File: src/sv/i2cee_pkg.sv
package i2cee_pkg;

  // action codes carried on s_tuser
  localparam logic [2:0] ACT_MATCH_WR = 3'd0;
  localparam logic [2:0] ACT_MATCH_RD = 3'd1;
  localparam logic [2:0] ACT_WRITE    = 3'd2;
  localparam logic [2:0] ACT_READ     = 3'd3;
  localparam logic [2:0] ACT_LOCK     = 3'd4;

  // address phase codes
  localparam logic [1:0] PH_NONE = 2'd0;  // bytes are data
  localparam logic [1:0] PH_LOW  = 2'd1;  // low address byte expected
  localparam logic [1:0] PH_HIGH = 2'd2;  // high address byte expected

  // lock code characters
  localparam logic [7:0] CH_L = 8'h4C;
  localparam logic [7:0] CH_O = 8'h4F;
  localparam logic [7:0] CH_C = 8'h43;
  localparam logic [7:0] CH_K = 8'h4B;

  localparam int CFG_W = 13;  // mem_size register width
  localparam int DIV_W = 17;  // modulo unit dividend/divisor width
  localparam int PTR_W = 16;

  typedef enum logic [1:0] {
    DIV_ADDR,   // {high byte, low byte}
    DIV_HIGH,   // high byte alone
    DIV_NEXT    // pointer + 1
  } div_src_t;

  typedef struct packed {
    logic     load;       // latch input item, clear result flags
    logic     arm;        // expect two address bytes
    logic     take_high;  // store high address byte
    logic     lock_code;  // run lock code byte
    logic     div_start;
    div_src_t div_src;
    logic     phase_clr;
    logic     ptr_load;   // pointer <= modulo result
    logic     ptr_inc;
    logic     wr;         // store data byte at pointer
    logic     drop;
    logic     rd_take;    // capture read byte
    logic     out_load;
    logic     clr_wr;     // clearing pass write
  } dp_cmd_t;

  typedef struct packed {
    logic [2:0] act;
    logic [1:0] phase;
    logic       locked;
    logic       inc_fits;  // pointer + 1 below effective size
    logic       div_done;
    logic       clr_last;
  } dp_sts_t;

endpackage

File: src/sv/i2cee_ctrl.sv
module i2cee_ctrl (
  input  logic               clk,
  input  logic               rst,
  input  logic               s_tvalid,
  output logic               s_tready,
  output logic               m_tvalid,
  input  logic               m_tready,
  input  i2cee_pkg::dp_sts_t sts,
  output i2cee_pkg::dp_cmd_t cmd
);

  typedef enum logic [3:0] {
    S_CLEAR,
    S_IDLE,
    S_DECODE,
    S_ADV,
    S_DIV_OUT,
    S_DIV_RD,
    S_RD_WAIT,
    S_RD_TAKE,
    S_OUT
  } state_t;

  state_t state;
  state_t state_next;

  assign s_tready = (state == S_IDLE);

  always_comb begin
    cmd        = '0;
    state_next = state;
    case (state)
      S_CLEAR: begin
        cmd.clr_wr = 1'b1;
        if (sts.clr_last) begin
          state_next = S_IDLE;
        end
      end
      S_IDLE: begin
        if (s_tvalid) begin
          cmd.load   = 1'b1;
          state_next = S_DECODE;
        end
      end
      S_DECODE: begin
        state_next = S_OUT;
        case (sts.act)
          i2cee_pkg::ACT_MATCH_WR: cmd.arm = 1'b1;
          i2cee_pkg::ACT_WRITE: begin
            if (sts.phase == i2cee_pkg::PH_HIGH) begin
              cmd.take_high = 1'b1;
            end else if (sts.phase == i2cee_pkg::PH_LOW) begin
              cmd.div_start = 1'b1;
              cmd.div_src   = i2cee_pkg::DIV_ADDR;
              cmd.phase_clr = 1'b1;
              state_next    = S_DIV_OUT;
            end else begin
              if (sts.locked) begin
                cmd.drop = 1'b1;
              end else begin
                cmd.wr = 1'b1;
              end
              state_next = S_ADV;
            end
          end
          i2cee_pkg::ACT_READ: begin
            if (sts.phase == i2cee_pkg::PH_LOW) begin
              cmd.div_start = 1'b1;
              cmd.div_src   = i2cee_pkg::DIV_HIGH;
              cmd.phase_clr = 1'b1;
              state_next    = S_DIV_RD;
            end else begin
              state_next = S_RD_WAIT;
            end
          end
          i2cee_pkg::ACT_LOCK: cmd.lock_code = 1'b1;
          default: ;
        endcase
      end
      S_ADV: begin
        if (sts.inc_fits) begin
          cmd.ptr_inc = 1'b1;
          state_next  = S_OUT;
        end else begin
          cmd.div_start = 1'b1;
          cmd.div_src   = i2cee_pkg::DIV_NEXT;
          state_next    = S_DIV_OUT;
        end
      end
      S_DIV_OUT: begin
        if (sts.div_done) begin
          cmd.ptr_load = 1'b1;
          state_next   = S_OUT;
        end
      end
      S_DIV_RD: begin
        if (sts.div_done) begin
          cmd.ptr_load = 1'b1;
          state_next   = S_RD_WAIT;
        end
      end
      S_RD_WAIT: state_next = S_RD_TAKE;
      S_RD_TAKE: begin
        cmd.rd_take = 1'b1;
        state_next  = S_ADV;
      end
      S_OUT: begin
        if (!m_tvalid || m_tready) begin
          cmd.out_load = 1'b1;
          state_next   = S_IDLE;
        end
      end
      default: state_next = S_IDLE;
    endcase
  end

  always_ff @(posedge clk) begin
    if (rst) begin
      state    <= S_CLEAR;
      m_tvalid <= 1'b0;
    end else begin
      state <= state_next;
      if (cmd.out_load) begin
        m_tvalid <= 1'b1;
      end else if (m_tready) begin
        m_tvalid <= 1'b0;
      end
    end
  end

endmodule

File: config.mk
export PLATFORM = sky130hd
export DESIGN_NAME = i2cee_ctrl
export DESIGN_NICKNAME = d
export VERILOG_FILES = /design/src/sv/i2cee_pkg.sv /design/src/sv/i2cee_ctrl.sv
export SDC_FILE = /design/constraint.sdc
export NUM_CORES = 1
export LEC_CHECK = 0
export ABC_AREA = 1
export ABC_CLOCK_PERIOD_IN_PS = 1900
export BUFFER_PORTS_ARGS = -buffer_cell sky130_fd_sc_hd__buf_4
export CAP_MARGIN = 0
export CORE_UTILIZATION = 40
export DETAILED_ROUTE_END_ITERATION = 10
export MAX_ROUTING_LAYER = met4
export PLACE_DENSITY = 0.71
export SLEW_MARGIN = 0
export SYNTH_ARGS = -nofsm -noshare
export SYNTH_HDL_FRONTEND = slang
export SYNTH_SLANG_ARGS = --single-unit
File: constraint.sdc
create_clock -name clk -period 1.9 [get_ports clk]
set_clock_uncertainty 0.2 [all_clocks]
set_input_delay 0.38 -clock clk [delete_from_list [all_inputs] [get_ports clk]]
set_output_delay 0.38 -clock clk [all_outputs]
set_load 0.01 [all_outputs]
### Word level (Yosys, flattened, before mapping)

Index checks and enable logic that the tools add are counted.

* add/sub/neg operators: 0
* multipliers: 0
* div/mod/pow operators: 0
* order comparisons: 0
* equality and inequality tests: 18
* shift-type cells: 0
* muxes and demuxes: 41
* bitwise gates (word level): 0
* reduce and logical (&&, ||, !) cells: 7

Operators by type and width (count)
* $mux 4: 10
* $pmux 4 s9: 1
* $mux 1: 19
* $eq 4x3->1 const B: 4
* $pmux 4 s2: 2
* $mux 2: 5
* $ne 2x2->1 const B: 5
* $mux 3: 3
* $eq 4x2->1 const B: 2
* $eq 3x2->1 const B: 2
* $pmux 3 s2: 1
* $reduce_and 5->1: 1
* $eq 4x1->1 const B: 1
* $eq 4x4->1 const B: 1
* $logic_not 4->1: 1
* $eq 3x3->1 const B: 1
* $logic_not 3->1: 1
* $eq 2x1->1 const B: 1
* $eq 2x2->1 const B: 1
* $reduce_bool 2->1: 1
* $reduce_or 2->1: 1
* $logic_not 1->1: 1
* $logic_or 1x1->1: 1

* flip-flop bits (word level): 5
* bits in latches: 0
* bits in writable memories: 0
* bits in read-only memories: 0
* input bits: 13
* output and inout bits: 17
* word-level logic and storage cells: 68
* memories: 0

### Longest topological paths before layout

Gate-level depths: netlist of run 1.

* depth after elaboration: 5
* mapped depth: 8
* gate-level depth less buffers: 8

### Worst setup path after synthesis of run 1

Ideal clock, no wire load.

* path type: input -> output
* start: in sts[8] in the netlist's numbering
* end: out cmd[4] in the netlist's numbering
* data arrival time: 1.187 ns
* required time: 1.320 ns
* slack: 0.133 ns
* cell stages on the path: 5
* buffers on the path: 0
* cell sequence: inv_1 -> nand2_1 -> nor2_1 -> nand2_4 -> nor4_1

RTL lines
* from (decl): RTL line i2cee_ctrl.sv:8 `input i2cee_pkg::dp_sts_t sts,`
* to (decl): RTL line i2cee_ctrl.sv:9 `output i2cee_pkg::dp_cmd_t cmd`

==> results of run 1 <==
-- what timing repair did --
item                       in CTS  in global routing
pin swaps                       1                  0
setup endpoints to repair       4                  6
hold buffers                    0                  0
gates resized for setup         4                  9
setup buffers                   3                  0
-- power breakdown --
part	internal (uW)	leakage, uW	switching [uW]
registers	124	0.0000424	16.5
clock network	79.2	0.0000150	39.7
logic	137	0.000492	196
total	340	0.000550	252
-- layer usage --
layer | share of wire [%] | routed length [um] | GRT usage (%) | up-vias
met4 | 0 | 0 | 4.84 | 0
met2 | 53 | 886 | 38.3 | 22
met1 | 43 | 717 | 22.6 | 323
met3 | 3.8 | 63 | 0 | 0
met5 | 0 | 0 | - | -
li1 | - | - | - | 408
-- how the worst min path moves through the flow --
stage          from        to  depth (start not counted)
2_1_floorplan   rst  state[2]                          1
3_3_place_gp    rst  state[1]                          2
3_5_place_dp    rst  state[3]                          2
4_1_cts         rst  state[1]                          2
5_1_grt         rst  state[1]                          2
6_report        rst  state[3]                          2
-- critical path, delay by kind of cell, from the launching register on --
kind | cells | cell delay (ps)
buf+inv | 2 | 260
flops | 1 | 330
simple gates | 4 | 490
-- Yosys cell counts, types with 3 or more instances --
| cell | instances |
|---|---|
| a21oi_1 | 3 |
| nand2_2 | 4 |
| nand2_1 | 21 |
| nand3_1 | 9 |
| nor2_1 | 21 |
| ha_1 | 3 |
| inv_1 | 22 |
| dfxtp_1 | 5 |
| nor3_1 | 3 |
-- through the flow --
step                std cells  TNS [ps]  setup WS [ps]  instance area (um^2)  hold WS (ps)
floorplan                 108         0            133                   612           249
global placement          155         0           24.2                   871           379
detailed placement        155     -2.73          -2.73                   871           384
CTS                       162         0           7.74                   932           125
global route              162      -131          -52.9                   961           125
finish                    162     -1.38          -1.38                   961           130
-- flip-flops by register name, summed over array words and instances, names as in the netlist --
name      count
state         4
m_tvalid      1
-- cell type report --
| class | instances | area [um^2] | share of cell area, % |
|---|---|---|---|
| multi-input cells | 79 | 458 | 47.7 |
| repair buffers | 35 | 263 | 27.3 |
| flip-flops and latches | 5 | 105 | 10.9 |
| clock buffers | 4 | 26.3 | 2.73 |
| inverters | 24 | 90.1 | 9.37 |
| well taps | 15 | 18.8 | 1.95 |
-- cells by family after synthesis --
family	Yosys count	share of synthesized area [%]
AOI/OAI and AO/OA	6	5.52
DFF	5	16.4
and+or+nand+nor	70	57.3
adders and majority gates	3	6.14
buffers and inverters	24	14.7
==> run summary, run 1 <==
CTS Buf Count = 3
Critical Path, Cell by Cell = inv_2 -> nand2_4 -> nor2_8 -> nand2_4 -> nor4_2 -> buf_4
Worst-path clk slew = 40 ps
final worst slack = -1.38 ps
DR iter-0 viols = 20
GPL Wtd Cong = 0.895
CP peak stage delay = 330 ps
fraction of layout cells with a size suffix above 1 = 43.5%
Post-DRT Antenna Nets = 0
Initial Util = 44.8%
root buf cell = clkbuf_4
Critical path origin = state[2]
Most Frequent Cell on Critical Path = nand2_4
Final Critical Period = 1900 ps
Residual DRC = 0
TritonCTS clock tree = done
# rows = 13
Vert. Die Dim = 41.1 um
commonest non-fill, non-tap cell in the layout = buf_4
failing checks = negative setup slack
Clock Tree Buf Depth = 2
Final #Nets = 164
H-tree depth = 1
Slew @ Worst Pin = 287 ps
number of global-route vias before repair = 559
share of the clock period used by the worst path = 100%
RSZ-0062 raised after global routing = true
Yosys Warn Count = 0
HP Class = in -> reg
max-cap violation count = 0
Buffers on Ports = 29
number of flops mapped to enable cells by yosys = 0
final wirelength = 1.67 mm
Leakage = 0.000550 uW
worst skew pair latency = 230 ps
Relative slew margins = 80.8%
PwrDens = 616 nW/um^2
register-to-register setup slack = 480 ps
Final Util = 70.3%
worst path arrival time = 1320 ps
Yosys top cell area share = 16.4%
Die Span X = 41.1 um
commonest cells after routing, fill and taps aside = buf_4, nand2_1, inv_1, nor2_1, nand3_1
Mapped Nets = 124
Yosys top cell by area = dfxtp_1
first-pass GRT wire length = 2.18 mm
Synth cell types = 21
Vias/cell = 4.65
drt first pass iters = 4
worst flop-to-flop path endpoint = state[0]
Slew Viols, Final = 0
top cells by area, synth = dfxtp_1, inv_1, nand2_1, nor2_1, nand3_1
cells on worst reg2reg path = 9
diode count = 0
CP startpoint kind = register
largest net degree at the start of global routing = 7
Core Box Area = 1370 um^2
post-layout power = 592 uW
sequential area share after synthesis = 16.4%
Post-DP HPWL = 1.27 mm
crit path max fanout = 5
die area = 1690 um^2
outcome = finished with violations
flops & latches, synth = 5
Async S/R FF share, synth = 0%
Crit Path Category = reg -> out
Top Ports = 30
Critical Path RT = 1320 ps
drt wl/cell = 10.3 um
Filler Cell Count = 138
Vias = 753
slowest CP cell = dfxtp_2
Area Overhead vs Synth = 57.1%
VDD IR max = 441 uV
Final Hold Violating Endpoints = 0
Mapped Area = 612 um^2
overall routing resource usage = 19.9%
initial antenna violation count = 0
nature of the critical path endpoint = output port
reg-to-reg startpoint = state[3]
maximum clock rate = 526 MHz
Top FF cell, synth = dfxtp_1
final setup violation count = 1
Cells after Synth = 108
worst setup path end = cmd[4]
gr ovfl total = 0
syn_area_per_cell = 5.67 um^2
clock sink count = 5
Note: power is estimated with default switching activity, not from simulation.
==> run 2: changes to the inputs <==
Settings changed: RECOVER_POWER set to 100.
==> run 2 against run 1 <==
Compared with the run above: the run still ends with negative setup slack left; highest routed layer unchanged; sequential share of layout area increased by 0.49 points; non-clock buffer count unchanged; routed wire length unchanged; critical endpoint unchanged; utilization is 3.0 points lower; largest cell class unchanged; count of clock-buffer cells in the layout did not move; register-to-register slack lost 60 ps; total power fell by 4.1%; clock power is essentially flat; critical path type unchanged.
==> run summary, run 2 (synthesis results as in run 1) <==
crit-path leading delay family = simple AND/OR/NAND/NOR gates
worst skew pair latency = 230 ps (about the same)
Core Box Area = 1370 um^2 (unchanged)
Area Overhead vs Synth = 50.3%
final worst slack = -4.84 ps (-3.45 ps)
H-tree depth = 1 (unchanged)
Worst-path clk slew = 40 ps (about the same)
clock sink count = 5 (unchanged)
drt first pass iters = 4 (unchanged)
Residual DRC = 0 (unchanged)
Buffers on Ports = 29 (unchanged)
share of the clock period used by the worst path = 100% (+0.18 points)
CP peak stage delay = 330 ps (about the same)
Vias = 768 (+2.0%)
slowest CP cell = dfxtp_2
Final #Nets = 164 (unchanged)
HP Class = in -> reg
Relative slew margins = 81.1% (+0.33 points)
cell area after layout = 920 um^2 (-4.3%)
crit path max fanout = 5 (unchanged)
max FFs per register = 4 (unchanged)
Final Hold Violating Endpoints = 0 (unchanged)
Reg power frac = 24.6% (+0.9 points)
Post-DP HPWL = 1.27 mm (unchanged)
Slew Viols, Final = 0 (unchanged)
maximum clock rate = 525 MHz (-0.18%)
Most Frequent Cell on Critical Path = nand2_4
Buf+Inv Stages, Crit Path = 2 (unchanged)
commonest cells after routing, fill and taps aside = buf_4, nor2_1, nand2_1
Die Span X = 41.1 um (unchanged)
commonest non-fill, non-tap cell in the layout = buf_4
fraction of layout cells with a size suffix above 1 = 36.7% (-6.8 points)
Critical Path RT = 1320 ps (about the same)
NetSw = 251 uW (-0.70%)
GR met3 Demand/Resource = 0% (unchanged)
Top reg by flops = state
M1 GR Usage = 22.6% (unchanged)
met2 usage in global routing = 38.3% (unchanged)
Clock Power Share = 20.9% (+0.8 points)
Slew @ Worst Pin = 282 ps (-4.99 ps)
Top Ports = 30 (unchanged)
Post-DRT Antenna Nets = 0 (unchanged)
Initial Util = 44.8% (unchanged)
PwrDens = 617 nW/um^2 (+0.20%)
Final Critical Period = 1900 ps (+3.45 ps)
failing checks = negative setup slack
nature of the critical path endpoint = output port
CP startpoint kind = register
# rows = 13 (unchanged)
max-cap violation count = 0 (unchanged)
largest registers = state: 4 flops, m_tvalid: 1 flops
Pint = 317 uW (-6.6%)
TritonCTS clock tree = done
initial antenna violation count = 0 (unchanged)
number of global-route vias before repair = 559 (unchanged)
root buf cell = clkbuf_4
final setup violation count = 1 (unchanged)
DP Area = 871 um^2 (unchanged)
worst path arrival time = 1320 ps (about the same)
VDD IR max = 438 uV (-0.76%)
Leakage = 0.000511 uW (-7.1%)
Top Usage Layer GRT = met2
outcome = finished with violations
Switching Share = 44.1% (+1.5 points)
overall routing resource usage = 19.9% (unchanged)
Vias/cell = 4.74 (+2.0%)
Crit Path Category = reg -> out
power share of the combinational group = 54.5% (-1.8 points)
Clock Tree Buf Depth = 2 (unchanged)
final wirelength = 1.67 mm (unchanged)
die area = 1690 um^2 (unchanged)
gr ovfl total = 0 (unchanged)
CTS Buf Count = 3 (unchanged)
pre-CTS setup slack = -2.73 ps (unchanged)
first-pass GRT wire length = 2.18 mm (unchanged)
drt wl/cell = 10.3 um (unchanged)
Critical Path, Cell by Cell = inv_2 -> nand2_4 -> nor2_8 -> nand2_4 -> nor4_2 -> buf_4
DR iter-0 viols = 23 (+15%)
GPL Wtd Cong = 0.895 (unchanged)
Vert. Die Dim = 41.1 um (unchanged)
largest net degree at the start of global routing = 7 (unchanged)
diode count = 0 (unchanged)
RSZ-0062 raised after global routing = true
==> run 2: worst paths after layout <==
check           start  endpoint  slack [ps]  depth (start not counted)
max reg2reg  state[3]  state[0]         420                          9
min               rst  state[3]         130                          2
min reg2reg  state[3]  state[2]         370                          3
max          state[2]    cmd[4]          -5                          6
==> run 2: final cells by class <==
type | instances | area [um^2]
clock buffer | 4 | 26.3
fill | 145 | 447
inverter | 24 | 90.1
multi-input combinational | 79 | 455
sequential | 5 | 105
tap | 15 | 18.8
timing repair buffer | 35 | 224
==> run 2: power by group through the flow <==
stage	registers, uW	clock network (uW)	logic, uW
global route	143	128	345
detailed placement	137	0	315
global placement	137	0	313
finish	140	119	309
CTS	137	124	325
floorplan	134	0	207
==> run 2: stage by stage <==
step	power, uW	util (%)	std cells	hold WS (ps)	TNS, ps
final	568	67.3	162	130	-4.84
after global routing	615	67.3	162	125	-129
after CTS	586	68.2	162	125	0
after detailed placement	452	63.7	155	384	-2.73
after global placement	450	63.7	155	379	0
after floorplan	341	-	108	249	0
==> run 2: timing repair <==
item                                    4_1_cts  5_1_grt
hold buffers                                  0        0
endpoints found under the hold margin         0        0
resized for setup                             4        9
buffers inserted                              3        0
pin swaps                                     1        0
endpoints found under the setup margin        4        6
==> run 2: per-layer routing <==
layer  up-vias  routed length, um
li1        409                  -
met1       333                688
met2        26                882
met3         0                 95
met4         0                  0
met5         -                  0
